**src/design/cfcr_pkg.sv**
```systemverilog
`timescale 1ns / 1ps
// ----------------------------------------------------------------------------
// cfcr_pkg
// Shared types, constants and the CRC-16/MODBUS byte update for the framed
// command receiver.
// ----------------------------------------------------------------------------
package cfcr_pkg;

  localparam int unsigned MAX_PAYLOAD = 16;
  localparam int unsigned LEN_W       = 5;
  localparam int unsigned HEAD_BYTES  = 4;

  localparam logic [7:0]  HEAD_FIRST  = 8'hAA;
  localparam logic [7:0]  HEAD_SECOND = 8'h55;
  localparam logic [15:0] CRC_POLY    = 16'hA001;
  localparam logic [15:0] CRC_INIT    = 16'hFFFF;

  localparam logic [15:0]      TIMEOUT_RESET = 16'd500;
  localparam logic [7:0]       CMD_RESET     = 8'h01;
  localparam logic [LEN_W-1:0] LEN_RESET     = 5'd4;

  localparam int unsigned CFG_IDX_W = 2;
  localparam int unsigned CFG_DATA_W = 16;
  localparam logic [CFG_IDX_W-1:0] CFG_TIMEOUT = 2'd0;
  localparam logic [CFG_IDX_W-1:0] CFG_COMMAND = 2'd1;
  localparam logic [CFG_IDX_W-1:0] CFG_LENGTH  = 2'd2;

  typedef enum logic [2:0] {
    PH_HUNT    = 3'd0,
    PH_HEAD2   = 3'd1,
    PH_CMD     = 3'd2,
    PH_SEQ     = 3'd3,
    PH_LEN     = 3'd4,
    PH_PAYLOAD = 3'd5,
    PH_CRCLO   = 3'd6,
    PH_CRCHI   = 3'd7
  } phase_t;

  typedef enum logic [2:0] {
    EV_NONE     = 3'd0,
    EV_OK       = 3'd1,
    EV_CRC      = 3'd2,
    EV_OVERSIZE = 3'd3,
    EV_WRONG    = 3'd4,
    EV_OFFLINE  = 3'd5
  } event_t;

  // frame outcome handed from the parser to the link logic
  typedef struct packed {
    logic        good;
    logic        crc_err;
    logic        oversize;
    logic        wrong;
    logic [7:0]  sequence_val;
    logic [15:0] speed;
    logic [15:0] turn;
  } frame_status_t;

  function automatic logic [15:0] crc_feed(input logic [15:0] c_in, input logic [7:0] b);
    logic [15:0] c;
    c = c_in ^ {8'h00, b};
    for (int k = 0; k < 8; k++) begin
      if (c[0]) begin
        c = (c >> 1) ^ CRC_POLY;
      end else begin
        c = c >> 1;
      end
    end
    return c;
  endfunction

endpackage

```
**src/design/cfcr_parser.sv**
```systemverilog
`timescale 1ns / 1ps
// ----------------------------------------------------------------------------
// cfcr_parser
// Frame parser: header hunt, field capture, running CRC and frame verdict.
// ----------------------------------------------------------------------------
module cfcr_parser import cfcr_pkg::*; (
  input  logic             clk,
  input  logic             rst,
  input  logic             byte_en,
  input  logic [7:0]       rx_byte,
  input  logic [7:0]       control_command,
  input  logic [LEN_W-1:0] control_length,
  output frame_status_t    status
);

  phase_t           phase, phase_next;
  logic [7:0]       frame_command, frame_command_next;
  logic [7:0]       frame_sequence, frame_sequence_next;
  logic [LEN_W-1:0] frame_length, frame_length_next;
  logic [LEN_W-1:0] payload_position, payload_position_next;
  logic [15:0]      running_crc, running_crc_next;
  logic [7:0]       crc_low_byte, crc_low_byte_next;
  logic [7:0]       payload_head [HEAD_BYTES];
  logic             head_we;
  logic             frame_end;
  logic [15:0]      crc_upd;

  assign crc_upd = crc_feed(running_crc, rx_byte);

  always_comb begin
    phase_next            = phase;
    frame_command_next    = frame_command;
    frame_sequence_next   = frame_sequence;
    frame_length_next     = frame_length;
    payload_position_next = payload_position;
    running_crc_next      = running_crc;
    crc_low_byte_next     = crc_low_byte;
    head_we               = 1'b0;
    frame_end             = 1'b0;
    status                = '0;
    status.sequence_val   = frame_sequence;
    status.speed          = {payload_head[1], payload_head[0]};
    status.turn           = {payload_head[3], payload_head[2]};
    unique case (phase)
      PH_HUNT: begin
        if (rx_byte == HEAD_FIRST) phase_next = PH_HEAD2;
      end
      PH_HEAD2: begin
        phase_next = (rx_byte == HEAD_SECOND) ? PH_CMD : PH_HUNT;
      end
      PH_CMD: begin
        frame_command_next = rx_byte;
        running_crc_next   = crc_upd;
        phase_next         = PH_SEQ;
      end
      PH_SEQ: begin
        frame_sequence_next = rx_byte;
        running_crc_next    = crc_upd;
        phase_next          = PH_LEN;
      end
      PH_LEN: begin
        payload_position_next = '0;
        if (rx_byte > 8'(MAX_PAYLOAD)) begin
          status.oversize = 1'b1;
          frame_end       = 1'b1;
        end else begin
          frame_length_next = rx_byte[LEN_W-1:0];
          running_crc_next  = crc_upd;
          phase_next        = (rx_byte == 8'h00) ? PH_CRCLO : PH_PAYLOAD;
        end
      end
      PH_PAYLOAD: begin
        head_we               = (payload_position < LEN_W'(HEAD_BYTES));
        running_crc_next      = crc_upd;
        payload_position_next = payload_position + LEN_W'(1);
        if (payload_position_next >= frame_length) phase_next = PH_CRCLO;
      end
      PH_CRCLO: begin
        crc_low_byte_next = rx_byte;
        phase_next        = PH_CRCHI;
      end
      PH_CRCHI: begin
        frame_end = 1'b1;
        if ({rx_byte, crc_low_byte} != running_crc) begin
          status.crc_err = 1'b1;
        end else if (frame_command != control_command ||
                     frame_length != control_length) begin
          status.wrong = 1'b1;
        end else begin
          status.good = 1'b1;
        end
      end
      default: begin
        phase_next = PH_HUNT;
      end
    endcase
    // back to hunting with a fresh parser context
    if (frame_end) begin
      phase_next            = PH_HUNT;
      frame_command_next    = '0;
      frame_sequence_next   = '0;
      frame_length_next     = '0;
      payload_position_next = '0;
      running_crc_next      = CRC_INIT;
      crc_low_byte_next     = '0;
    end
  end

  always_ff @(posedge clk) begin
    if (rst) begin
      phase            <= PH_HUNT;
      frame_command    <= '0;
      frame_sequence   <= '0;
      frame_length     <= '0;
      payload_position <= '0;
      running_crc      <= CRC_INIT;
      crc_low_byte     <= '0;
    end else if (byte_en) begin
      phase            <= phase_next;
      frame_command    <= frame_command_next;
      frame_sequence   <= frame_sequence_next;
      frame_length     <= frame_length_next;
      payload_position <= payload_position_next;
      running_crc      <= running_crc_next;
      crc_low_byte     <= crc_low_byte_next;
    end
  end

  always_ff @(posedge clk) begin
    if (byte_en && head_we) begin
      payload_head[payload_position[1:0]] <= rx_byte;
    end
  end

endmodule

```
**src/design/crc16_framed_command_receiver_top.sv**
```systemverilog
`timescale 1ns / 1ps
// path: an accepted request waits in the input register until the result slot
//   frees; parsing and the byte-wide crc update sit between it and the
//   link state / result registers, which take the result at that point
// throughput: one request per cycle unless the result output stalls
// reset: synchronous, active high; parser returns to header hunt, link goes
//   offline, counters and speeds clear, config returns to its defaults
// ----------------------------------------------------------------------------
// crc16_framed_command_receiver_top
// Framed command receiver with CRC-16/MODBUS check and link timeout.
// ----------------------------------------------------------------------------
module crc16_framed_command_receiver_top import cfcr_pkg::*; (
  input  logic                  clk,
  input  logic                  rst,
  input  logic                  s_tvalid,
  output logic                  s_tready,
  input  logic [7:0]            s_tdata,   // [7:0] rx_byte
  input  logic                  s_tuser,   // [0] mode
  output logic                  m_tvalid,
  input  logic                  m_tready,
  // [15:0] velocity_x, [31:16] turn_rate, [39:32] sequence_res, [40] online,
  // [72:41] frames_ok, [104:73] crc_errors, [136:105] drops, [143:137] zero
  output logic [143:0]          m_tdata,
  output logic [2:0]            m_tuser,   // [2:0] event_res
  input  logic                  cfg_we,
  input  logic [CFG_IDX_W-1:0]  cfg_index,
  input  logic [CFG_DATA_W-1:0] cfg_data
);

  logic [15:0]      link_timeout;
  logic [7:0]       control_command;
  logic [LEN_W-1:0] control_length;

  logic       in_valid;
  logic       in_mode;
  logic [7:0] in_byte;
  logic       advance;
  logic       fire;

  frame_status_t status;

  logic [15:0] speed_reg, speed_next;
  logic [15:0] turn_reg, turn_next;
  logic [7:0]  sequence_reg, sequence_next;
  logic        online_flag, online_next;
  logic [15:0] elapsed_ms, elapsed_next, elapsed_inc;
  logic [31:0] ok_count, ok_count_next;
  logic [31:0] crc_fail_count, crc_fail_count_next;
  logic [31:0] discard_count, discard_count_next;
  event_t      event_reg, event_next;

  // config port
  always_ff @(posedge clk) begin
    if (rst) begin
      link_timeout    <= TIMEOUT_RESET;
      control_command <= CMD_RESET;
      control_length  <= LEN_RESET;
    end else if (cfg_we) begin
      unique case (cfg_index)
        CFG_TIMEOUT: link_timeout    <= cfg_data;
        CFG_COMMAND: control_command <= cfg_data[7:0];
        CFG_LENGTH:  control_length  <= cfg_data[LEN_W-1:0];
        default: ;
      endcase
    end
  end

  assign advance  = !m_tvalid || m_tready;
  assign fire     = in_valid && advance;
  assign s_tready = !in_valid || advance;

  always_ff @(posedge clk) begin
    if (rst) begin
      in_valid <= 1'b0;
    end else if (s_tvalid && s_tready) begin
      in_valid <= 1'b1;
    end else if (fire) begin
      in_valid <= 1'b0;
    end
  end

  always_ff @(posedge clk) begin
    if (s_tvalid && s_tready) begin
      in_mode <= s_tuser;
      in_byte <= s_tdata;
    end
  end

  cfcr_parser u_parser (
    .clk             (clk),
    .rst             (rst),
    .byte_en         (fire && !in_mode),
    .rx_byte         (in_byte),
    .control_command (control_command),
    .control_length  (control_length),
    .status          (status)
  );

  assign elapsed_inc = (elapsed_ms == 16'hFFFF) ? elapsed_ms : elapsed_ms + 16'd1;

  always_comb begin
    speed_next          = speed_reg;
    turn_next           = turn_reg;
    sequence_next       = sequence_reg;
    online_next         = online_flag;
    elapsed_next        = elapsed_ms;
    ok_count_next       = ok_count;
    crc_fail_count_next = crc_fail_count;
    discard_count_next  = discard_count;
    event_next          = EV_NONE;
    if (in_mode) begin
      elapsed_next = elapsed_inc;
      if (online_flag && elapsed_inc > link_timeout) begin
        online_next = 1'b0;
        speed_next  = '0;
        turn_next   = '0;
        event_next  = EV_OFFLINE;
      end
    end else if (status.good) begin
      speed_next    = status.speed;
      turn_next     = status.turn;
      sequence_next = status.sequence_val;
      online_next   = 1'b1;
      elapsed_next  = '0;
      ok_count_next = ok_count + 32'd1;
      event_next    = EV_OK;
    end else if (status.crc_err) begin
      crc_fail_count_next = crc_fail_count + 32'd1;
      event_next          = EV_CRC;
    end else if (status.oversize) begin
      discard_count_next = discard_count + 32'd1;
      event_next         = EV_OVERSIZE;
    end else if (status.wrong) begin
      discard_count_next = discard_count + 32'd1;
      event_next         = EV_WRONG;
    end
  end

  // link state doubles as the result register: it only moves when the slot frees
  always_ff @(posedge clk) begin
    if (rst) begin
      speed_reg      <= '0;
      turn_reg       <= '0;
      sequence_reg   <= '0;
      online_flag    <= 1'b0;
      elapsed_ms     <= '0;
      ok_count       <= '0;
      crc_fail_count <= '0;
      discard_count  <= '0;
      event_reg      <= EV_NONE;
      m_tvalid       <= 1'b0;
    end else begin
      if (fire) begin
        speed_reg      <= speed_next;
        turn_reg       <= turn_next;
        sequence_reg   <= sequence_next;
        online_flag    <= online_next;
        elapsed_ms     <= elapsed_next;
        ok_count       <= ok_count_next;
        crc_fail_count <= crc_fail_count_next;
        discard_count  <= discard_count_next;
        event_reg      <= event_next;
        m_tvalid       <= 1'b1;
      end else if (m_tready) begin
        m_tvalid <= 1'b0;
      end
    end
  end

  assign m_tuser = event_reg;
  assign m_tdata = {7'd0, discard_count, crc_fail_count, ok_count, online_flag,
                    sequence_reg, turn_reg, speed_reg};

endmodule

```
**config.mk**
```make
export PLATFORM = sky130hd
export DESIGN_NAME = crc16_framed_command_receiver_top
export DESIGN_NICKNAME = d
export VERILOG_FILES = /design/src/design/cfcr_pkg.sv /design/src/design/cfcr_parser.sv /design/src/design/crc16_framed_command_receiver_top.sv
export SDC_FILE = /design/constraint.sdc
export NUM_CORES = 1
export LEC_CHECK = 0
export CORE_ASPECT_RATIO = 1.4
export CORE_MARGIN = 2
export CORE_UTILIZATION = 42
export CTS_CLUSTER_DIAMETER = 60
export DETAILED_ROUTE_END_ITERATION = 10
export DONT_BUFFER_PORTS = 1
export SETUP_SLACK_MARGIN = 0.15
export SLEW_MARGIN = 0
export SYNTH_ARGS = -nofsm -noshare
export SYNTH_HDL_FRONTEND = slang
export SYNTH_SLANG_ARGS = --single-unit
```
**constraint.sdc**
```tcl
create_clock -name clk -period 5.2 [get_ports clk]
set_input_delay 0.52 -clock clk [delete_from_list [all_inputs] [get_ports clk]]
set_output_delay 0.52 -clock clk [all_outputs]
set_load 0.01 [all_outputs]
```
==> reports/summary.txt, run 1 <==
=====================================================================================================
Outcome ................................................................................    completed
HPWL Detailed ..........................................................................     21430 um
Final antenna-violating net count ......................................................            0
GR Util All Layers .....................................................................       0.1911
Highest cell delay on the worst timing path ............................................       670 ps
Number of synthesized flops with an enable pin .........................................           41
Tightest slew margin relative to the limit .............................................       0.1985
Simple-gate share of the synthesized area ..............................................       0.2200
Top cell by count, worst path ..........................................................         ha_1
Fraction of the yosys area taken by sequential cells ...................................       0.4691
Slowest cell on the critical path ......................................................       a31o_2
Number of port buffers .................................................................            0
Total congestion overflow after global routing .........................................            0
Ratio of cells with drive above 1 in the final layout ..................................      0.06281
Power density relative to cell area .................................................... 331.2 nW/um2
Via count ..............................................................................       10.06k
Initial DRT Pass Iterations ............................................................            5
Vias per std cell ......................................................................        5.583
Dominant combinational cell family by area after synthesis ............................. simple AND/OR/NAND/NOR gates
Setup repair after global routing missed its margin ....................................        false
Gates resized, CTS repair ..............................................................            0
Via count of the first global-routing pass .............................................         9433
Area taken by flip-flops and latches ...................................................     6036 um2
Final non-filler cell area .............................................................    14180 um2
Max frequency ..........................................................................    229.0 MHz
Path class of the lowest-slack min-delay path .......................................... primary input to flip-flop
Worst skew pair latency ................................................................       560 ps
Multiplexer area fraction after synthesis ..............................................      0.02820
Maximum net fanout on the critical path ................................................           33
Total setup buffers inserted after CTS .................................................            0
Crit start category ....................................................................    flip-flop
Total number of H-tree levels ..........................................................            1
Root buffer cell .......................................................................    clkbuf_16
Crit end category ......................................................................    flip-flop
Clock tree from TritonCTS ..............................................................        built
Number of DRC markers in iteration 0 ...................................................          681
Post-synth design cell area ............................................................    12870 um2
CP arrival .............................................................................      4850 ps
Actual slew at the worst max-slew pin ..................................................      1192 ps
Most used cells in the layout excluding fill and tap cells ............................. 240 x dfxtp_1, 181 x nor2_1, 136 x nand2_1
Cell area reported after detailed placement ............................................    13080 um2
Asr flop ratio synth ...................................................................            0
Number of buffers added by the clock tree synthesis step ...............................           30
Primary FF master, synth ...............................................................      dfxtp_1
CTS sink cnt ...........................................................................          281
Count of fill cells added during filler insertion ......................................         2893
Total Neg Setup Slack ..................................................................         0 ps
Number of hold violations in the final report ..........................................            0
Clock Path Buffers .....................................................................            3
Wire length of the first global-routing pass ...........................................     50960 um
Number of distinct standard cells referenced by the synthesized netlist ................           69
Height of the die ......................................................................     211.1 um
Final layout net count .................................................................         1454
Largest net degree at the start of global routing ......................................          213
Time the final worst path needs with I/O delays and setup ..............................      4367 ps
Cell count after synthesis .............................................................         1430
Total detailed-routing wirelength ......................................................     31890 um
Worst clock skew .......................................................................     13.42 ps
Final Max Slew Viols ...................................................................            0
Clock slew at reported path FFs ........................................................        60 ps
Multi-input combinational cell area ....................................................     6326 um2
Post-detailed-route DRC marker count ...................................................            0
Per-cell routed wire length ............................................................     17.70 um
Category of the critical setup timing path ............................................. flip-flop to flip-flop
Core Rows ..............................................................................           75
Post-CTS Hold Buffers ..................................................................            0
Width of the die .......................................................................     151.9 um
Setup violations, final ................................................................            0
Synthesized area per cell ..............................................................    8.997 um2
XOR/XNOR share of the synthesized area .................................................      0.08655
Number of synthesis warnings ...........................................................            0
Initial antenna violation count ........................................................            0
Post-synthesis compound-gate area fraction .............................................       0.1261
Floorplan die area .....................................................................    32070 um2
Maximum vdd drop .......................................................................    0.2091 mV
Most common cell after layout, fill and taps aside .....................................      dfxtp_1
Area growth from synthesis to layout ...................................................       10.24%
Leakage power figure ...................................................................     4.848 nW
Post-synthesis share of cell area spent on full adders, half adders and majority gates .      0.02820
Fraction of the cycle the final worst path needs .......................................       0.8397
Reported max-cap violation count .......................................................            0
Critical path required time ............................................................      5690 ps
Gpl congestion .........................................................................       0.8213
Ordered cell list for the critical path ................................................ ha_1, and3_1, nand2_1, or3_1, nor2b_1, xor2_1, ha_1, nand4_1, or2_2, o311ai_0, a211o_1, a31o_2, a22oi_1, nor2_1
IO Count ...............................................................................          181
Core box area ..........................................................................    30030 um2
Number of flip-flops and latches in the synthesized netlist ............................          281
Initial Utilization ....................................................................       0.4285
ANT cells ..............................................................................            0
=====================================================================================================
[cells in the mapped netlist, types with 10 or more instances]
cell | count | share of area
mux2i_1 | 25 | 0.019
or3_1 | 22 | 0.011
nor3_1 | 18 | 0.0070
xnor2_1 | 87 | 0.059
nor2_1 | 182 | 0.053
nand4_1 | 34 | 0.017
and3_1 | 16 | 0.0078
edfxtp_1 | 41 | 0.096
o21ai_0 | 55 | 0.021
o211ai_1 | 10 | 0.0058
nand2_1 | 136 | 0.040
and4_1 | 11 | 0.0075
clkbuf_1 | 66 | 0.019
nor4_1 | 27 | 0.013
o311ai_0 | 10 | 0.0068
inv_1 | 42 | 0.012
dfxtp_1 | 240 | 0.37
a22oi_1 | 45 | 0.026
xor2_1 | 33 | 0.022
a21oi_1 | 87 | 0.034
and2_1 | 15 | 0.0073
or4_1 | 12 | 0.0070
nand3_1 | 56 | 0.022
ha_1 | 29 | 0.028
[worst max-delay path: cells and delay by family, from the launching register on]
kind	cells	cell delay, ps
flip-flops	1	420
AO/OA/AOI/OAI	4	1540
adder cells (fa/ha/maj)	2	550
AND/OR/NAND/NOR	7	1600
XOR/XNOR	1	150
[final cells by class]
cell class,count,share of cell area
inverters,43,0.01138
clock inverters,16,0.01561
repair buffers,10,0.005293
well taps,385,0.03396
clock buffers,40,0.06219
multi-input cells,1027,0.4460
flip-flops and latches,281,0.4255
[per-layer routing]
metal | wire length [um] | track usage
met5 | 0 | 0
met4 | 682 | 0.05898
met3 | 2346 | 0.04473
met2 | 15030 | 0.3147
met1 | 13830 | 0.2497
[where the power goes]
part	internal, mW	switching [mW]	total [mW]
clock	1.44	0.896	2.34
combinational	0.0468	0.0722	0.119
sequential	2.22	0.0221	2.24
[path summary, 6_finish.rpt]
kind	from	end	slack (ps)	depth (start not counted)
worst max register to register	elapsed_ms[0]	turn_reg[13]	830	14
worst min register to register	u_parser.frame_sequence[3]	sequence_reg[3]	460	2
worst max-delay path	elapsed_ms[0]	turn_reg[13]	830	14
worst min-delay path	rst	ok_count[31]	30	1
[kinds of logic (layout without fill, tap and decap cells)]
group	Yosys count	after routing
DFF	281	281
other	1	7
and+or+nand+nor	574	574
AOI/OAI and AO/OA	259	259
muxes	35	35
xor gates and xnor gates	123	123
adders and majority gates	29	29
buffers and inverters	128	109
[stage by stage]
step	hold WS (ps)	total power, mW	util	std cells	setup WS [ps]
6_report	33.86	4.697	0.4723	1802	833.4
5_1_grt	11.74	4.849	0.4723	1802	502.1
4_1_cts	10.74	4.758	0.4723	1802	841.5
3_5_place_dp	441.0	2.406	0.4356	1746	866.4
3_3_place_gp	438.8	2.405	0.4356	1746	1067
2_1_floorplan	428.8	2.397	-	1436	1449
Note: power is estimated with default switching activity, not from simulation.
==> run 2: changes to the inputs <==
- clock period: 5.2 -> 4.55 ns (I/O delays scaled with it)
==> reports/summary.txt, run 2 (same netlist as run 1, synthesis figures left out) <==
=========================================================================
Internal power consumption .................................     4.075 mW   +9.9%
Instance count after placement with tap cells included .....         1754   +0.46%
Highest cell delay on the worst timing path ................       540 ps   -130 ps
Initial Utilization ........................................       0.4285   unchanged
Wire length of the first global-routing pass ...............     53000 um   +4.0%
Number of cells in the finished layout apart from fillers ..         1830   +1.6%
Ordered cell list for the critical path .................... ha_1, and3_1, nand2_1, or3_1, nor2b_1, xor2_1, ha_1, nand4_1, or2_2, o311ai_1, a211o_1, a31o_2, buf_4, a22oi_1, nor2_1
Time the final worst path needs with I/O delays and setup ..      4100 ps   -266.5 ps
Combinational cell fraction of total power .................        0.038   +0.013
Launch point of the worst path ............................. elapsed_ms[0]
Initial antenna violation count ............................            0   unchanged
Total congestion overflow after global routing .............            0   unchanged
Destination of the worst register-to-register timing path .. speed_reg[15]
Max frequency ..............................................    243.9 MHz   +6.5%
Per-cell routed wire length ................................     17.89 um   +1.1%
Met3 layer wire length in the routed design ................      2274 um   -3.1%
Crit end category ..........................................    flip-flop
Tightest slew margin relative to the limit .................       0.2211   +0.02262
Category of the critical setup timing path ................. flip-flop to flip-flop
HPWL Detailed ..............................................     21690 um   +1.2%
Floorplan die area .........................................    32070 um2   unchanged
Net switching power ........................................     1.194 mW   +21%
Leakage power figure .......................................     4.937 nW   +1.8%
Gpl congestion .............................................       0.8347   +1.6%
Area growth from synthesis to layout .......................       11.85%
Number of buffers added by the clock tree synthesis step ...           30   unchanged
Highest routed metal layer .................................         met4
Reported max-cap violation count ...........................            0   unchanged
Most common cell after layout, fill and taps aside .........      dfxtp_1
Final layout net count .....................................         1482   +1.9%
Maximum net fanout on the critical path ....................           33   unchanged
Sequential fraction of design power ........................        0.484   +0.007
Number of hold violations in the final report ..............            0   unchanged
Worst R2R Path Depth .......................................           15   +1
Core box area ..............................................    30030 um2   unchanged
Via count ..................................................       10.09k   +0.24%
Via count of the first global-routing pass .................         9895   +4.9%
Critical path required time ................................      5050 ps   -640 ps
Ratio of cells with drive above 1 in the final layout ......      0.06782   +0.005011
Post-detailed-route DRC marker count .......................            0   unchanged
Fin util ...................................................       0.4792   +0.006875
Actual slew at the worst max-slew pin ......................      1158 ps   -33.64 ps
Clock slew at reported path FFs ............................        60 ps   about the same
Total Neg Setup Slack ......................................         0 ps   unchanged
Width of the die ...........................................     151.9 um   unchanged
End of the critical path ................................... speed_reg[15]
Core Rows ..................................................           75   unchanged
Height of the die ..........................................     211.1 um   unchanged
Met2 wire length ...........................................     15680 um   +4.3%
Final Max Slew Viols .......................................            0   unchanged
ANT cells ..................................................            0   unchanged
Slack of the worst reg-to-reg path .........................       450 ps   -380 ps
Top cell by count, worst path ..............................         ha_1
GR Util All Layers .........................................       0.2001   +0.008986
Sw Share ...................................................       0.2266   +0.01568
CP arrival .................................................      4600 ps   -250 ps
Number of DRC markers in iteration 0 .......................          574   -16%
Root buffer cell ...........................................    clkbuf_16
Crit start category ........................................    flip-flop
Worst clock skew ...........................................     20.24 ps   +6.812 ps
Largest net degree at the start of global routing ..........          199   -6.6%
Setup violations, final ....................................            0   unchanged
Maximum vdd drop ...........................................    0.2631 mV   +26%
Outcome ....................................................    completed
Number of port buffers .....................................            0   unchanged
Share of power burned in the clock network .................        0.479   -0.019
Setup repair after global routing missed its margin ........        false
Clock Path Buffers .........................................            3   unchanged
Total detailed-routing wirelength ..........................     32740 um   +2.6%
Total number of H-tree levels ..............................            1   unchanged
Final antenna-violating net count ..........................            0   unchanged
Most used cells in the layout excluding fill and tap cells . 240 x dfxtp_1, 181 x nor2_1, 136 x nand2_1
Initial DRT Pass Iterations ................................            5   unchanged
CTS sink cnt ...............................................          281   unchanged
Worst skew pair latency ....................................       580 ps   +20 ps
Reg2Reg Launch Point ....................................... elapsed_ms[0]
Clock tree from TritonCTS ..................................        built
Worst slack on hold paths ..................................     20.81 ps   -13.05 ps
Detailed-route wire length on metal 1 ......................     14050 um   +1.6%
Slowest cell on the critical path ..........................        or3_1
Power density relative to cell area ........................ 366.1 nW/um2   +11%
Path class of the lowest-slack min-delay path .............. primary input to flip-flop
Fraction of the cycle the final worst path needs ...........       0.9011   +0.06140
IO Count ...................................................          181   unchanged
Vias per std cell ..........................................        5.511   -1.3%
=========================================================================
[run 2: power groups by stage]
stage	clock [mW]	combinational, mW	sequential (mW)
4_1_cts	2.58	0.200	2.55
3_3_place_gp	0	0.153	2.60
3_5_place_dp	0	0.153	2.60
6_report	2.52	0.199	2.55
5_1_grt	2.68	0.219	2.55
2_1_floorplan	0	0.139	2.60
[run 2: how the worst min path moves through the flow]
| stage | start | end | depth (start not counted) |
|---|---|---|---|
| 6_report | s_tvalid | in_valid | 2 |
| 5_1_grt | cfg_data[1] | link_timeout[1] | 2 |
| 4_1_cts | s_tvalid | in_valid | 2 |
| 3_5_place_dp | u_parser.frame_sequence[2] | sequence_reg[2] | 2 |
| 3_3_place_gp | u_parser.frame_sequence[3] | sequence_reg[3] | 2 |
| 2_1_floorplan | u_parser.frame_sequence[0] | sequence_reg[0] | 2 |
[run 2: critical path: cells and delay by family, from the launching register on]
family | cells | cell delay, ps
AND/OR/NAND/NOR | 7 | 1610
AO/OA/AOI/OAI | 4 | 950
adder cells (fa/ha/maj) | 2 | 540
flip-flops | 1 | 420
buffers and inverters | 1 | 350
XOR/XNOR | 1 | 150
[run 2: repair_timing]
item                                   4_1_cts  5_1_grt
endpoints found under the hold margin      209        0
resized for setup                            0        1
hold buffers                                20        0
setup endpoints to repair                    0       33
setup buffers                                0        0
[run 2: area by class of cell]
| cell class | count | area, um2 |
|---|---|---|
| flip-flops and latches | 281 | 6036 |
| well taps | 385 | 481.7 |
| repair buffers | 38 | 352.8 |
| clock inverters | 15 | 157.7 |
| fillers | 2902 | 15640 |
| clock buffers | 41 | 874.6 |
| inverters | 43 | 161.4 |
| multi-input cells | 1027 | 6326 |
[run 2: per-stage QoR]
| stage | setup WS, ps | cell area (um2) | total power, mW |
|---|---|---|---|
| after floorplan | 798.9 | 12890 | 2.739 |
| after CTS | 349.3 | 14390 | 5.326 |
| after detailed placement | 361.2 | 13140 | 2.757 |
| after global routing | 150.9 | 14390 | 5.444 |
| after global placement | 634.2 | 13140 | 2.755 |
| final | 449.8 | 14390 | 5.269 |
[run 2: routing by layer]
| metal | vias to the layer above | GRT usage |
|---|---|---|
| li1 | 5028 | - |
| met1 | 4767 | 0.2461 |
| met2 | 242 | 0.3431 |
| met3 | 48 | 0.05211 |
| met4 | 0 | 0.06349 |
| met5 | - | 0 |
==> run 3: changes to the inputs <==
- CAP_MARGIN: not set -> 40
- CTS_BUF_LIST: not set -> sky130_fd_sc_hd__clkbuf_4
==> reports/summary.txt, run 3 (same netlist as run 1, synthesis figures left out) <==
==========================================================================
Clock tree from TritonCTS ...................................        built
Power density relative to cell area ......................... 342.4 nW/um2   -6.5%
Largest net degree at the start of global routing ...........          211   +6.0%
Initial antenna violation count .............................            2   +2
Highest cell delay on the worst timing path .................       540 ps   about the same
Final antenna-violating net count ...........................            0   unchanged
Root buffer cell ............................................     clkbuf_4
Pre-CTS worst setup slack ...................................     380.9 ps   +19.73 ps
Total Neg Setup Slack .......................................         0 ps   unchanged
Time the final worst path needs with I/O delays and setup ...      4068 ps   -31.96 ps
Category of the critical setup timing path .................. flip-flop to flip-flop
Floorplan die area ..........................................    32070 um2   unchanged
CP arrival ..................................................      4650 ps   +50 ps
Outcome .....................................................    completed
Instance count after placement with tap cells included ......         1758   +0.23%
Actual slew at the worst max-slew pin .......................     913.2 ps   -245.2 ps
Most common cell after layout, fill and taps aside ..........      dfxtp_1
Tightest slew margin relative to the limit ..................       0.3912   +0.1701
Slowest cell on the critical path ...........................        or3_1
Post-detailed-route DRC marker count ........................            0   unchanged
Clock Path Buffers ..........................................            3   unchanged
Setup repair after global routing missed its margin .........        false
Reported max-cap violation count ............................            0   unchanged
Core box area ...............................................    30030 um2   unchanged
Total congestion overflow after global routing ..............            0   unchanged
Vias per std cell ...........................................        5.488   -0.42%
CTS sink cnt ................................................          281   unchanged
Number of hold violations in the final report ...............            0   unchanged
Final Max Slew Viols ........................................            0   unchanged
Total detailed-routing wirelength ...........................     32890 um   +0.46%
Maximum vdd drop ............................................    0.1532 mV   -42%
Max frequency ...............................................    245.8 MHz   +0.79%
Worst skew pair latency .....................................       700 ps   +120 ps
Core Rows ...................................................           75   unchanged
Per-cell routed wire length .................................     17.17 um   -4.0%
Pwr Total ...................................................     4.931 mW   -6.4%
Clock slew at reported path FFs .............................        70 ps   about the same
Highest-utilization routing layer at the global route stage .         met2
Crit end category ...........................................    flip-flop
GR Util All Layers ..........................................       0.2017   +0.001590
Initial DRT Pass Iterations .................................            4   -1
Leakage power figure ........................................     5.028 nW   +1.8%
Number of cells in the finished layout apart from fillers ...         1916   +4.7%
Via count of the first global-routing pass ..................       10.19k   +2.9%
Fin util ....................................................       0.4796   about the same
Width of the die ............................................     151.9 um   unchanged
Gpl congestion ..............................................       0.8347   unchanged
Total number of H-tree levels ...............................            3   +2
Setup violations, final .....................................            0   unchanged
Worst clock skew ............................................     56.67 ps   +36.43 ps
M3 GR Usage .................................................      0.05827   +0.006155
Height of the die ...........................................     211.1 um   unchanged
HPWL Detailed ...............................................     21730 um   +0.21%
Worst slack on hold paths ...................................     75.24 ps   +54.43 ps
Setup slack after layout ....................................     481.8 ps   +31.96 ps
Maximum net fanout on the critical path .....................           33   unchanged
Final layout net count ......................................         1539   +3.8%
Cell area reported after detailed placement .................    13170 um2   +0.19%
Fraction of the cycle the final worst path needs ............       0.8941   -0.007025
Met1 usage in global routing ................................       0.2474   +0.001301
Ordered cell list for the critical path ..................... ha_1, and3_1, nand2_1, or3_1, nor2b_1, xor2_1, ha_1, nand4_1, or2_2, o311ai_1, a211o_1, a31o_2, buf_4, a22oi_1, nor2_1
IO Count ....................................................          181   unchanged
Number of buffers added by the clock tree synthesis step ....           74   +150%
Via count ...................................................       10.52k   +4.3%
Top cell by count, worst path ...............................         ha_1
Critical path required time .................................      5130 ps   +80 ps
Path class of the lowest-slack min-delay path ............... primary input to flip-flop
Grt met2 use ................................................       0.3375   -0.005592
Number of port buffers ......................................            0   unchanged
Initial Utilization .........................................       0.4285   unchanged
Ratio of cells with drive above 1 in the final layout .......       0.1060   +0.03813
Worst R2R Path Depth ........................................           15   unchanged
Area growth from synthesis to layout ........................       11.93%   about the same
Crit start category .........................................    flip-flop
Number of DRC markers in iteration 0 ........................          609   +6.1%
Hold Path Cell Cnt ..........................................            2   unchanged
Wire length of the first global-routing pass ................     53100 um   +0.18%
Most used cells in the layout excluding fill and tap cells .. 240 x dfxtp_1, 181 x nor2_1, 136 x nand2_1
Final non-filler cell area ..................................    14400 um2   about the same
==========================================================================
[run 3: cell types whose count changed in the layout (fill, tap and decap cells not counted), moves of 2 or more]
cell / previous run / this run
buf_4: 18 / 20
clkbuf_4: 0 / 101
clkbuf_16: 32 / 0
clkbuf_1: 5 / 0
buf_2: 0 / 2
clkbuf_8: 4 / 0
diode_2: 0 / 2
dlygate4sd3_1: 19 / 28
clkinv_2: 5 / 2
clkinv_1: 2 / 18
inv_2: 0 / 2
[run 3: cell type report]
| class | instances | area [um2] |
|---|---|---|
| Antenna cell | 2 | 5.005 |
| Clock buffer | 101 | 758.2 |
| Clock inverter | 26 | 165.2 |
| Fill cell | 2918 | 15630 |
| Inverter | 43 | 161.4 |
| Multi-Input combinational cell | 1027 | 6326 |
| Sequential cell | 281 | 6036 |
| Tap cell | 385 | 481.7 |
| Timing Repair Buffer | 51 | 467.9 |
[run 3: metal layers]
metal,vias up,part of all wire,routed length [um]
met3,46,0.071,2327
li1,5167,-,-
met5,-,0,0
met4,0,0.018,587
met2,301,0.48,15720
met1,5001,0.43,14260
[run 3: power by group]
| part | total [mW] | switching, mW | internal (mW) |
|---|---|---|---|
| sequential | 2.55 | 0.0141 | 2.53 |
| combinational | 0.210 | 0.134 | 0.0766 |
| clock | 2.17 | 1.03 | 1.15 |
[run 3: critical path: cells and delay by family (launching register included)]
kind	cells	cell delay [ps]
simple gates	7	1580
compound gates	4	910
fa+ha+maj	2	540
flops	1	430
buf+inv	1	340
xor+xnor	1	150
[run 3: final timing paths]
path / start / to / slack [ps]
worst max-delay path: elapsed_ms[0] / speed_reg[11] / 480
worst max register to register: elapsed_ms[0] / speed_reg[11] / 480
worst min-delay path: rst / control_length[2] / 80
worst min register to register: u_parser.frame_sequence[3] / sequence_reg[3] / 440
[run 3: what timing repair did]
action	CTS	global route
setup endpoints to repair	0	33
setup buffers	0	0
resized for setup	0	1
hold buffers	29	0
endpoints found under the hold margin	223	0
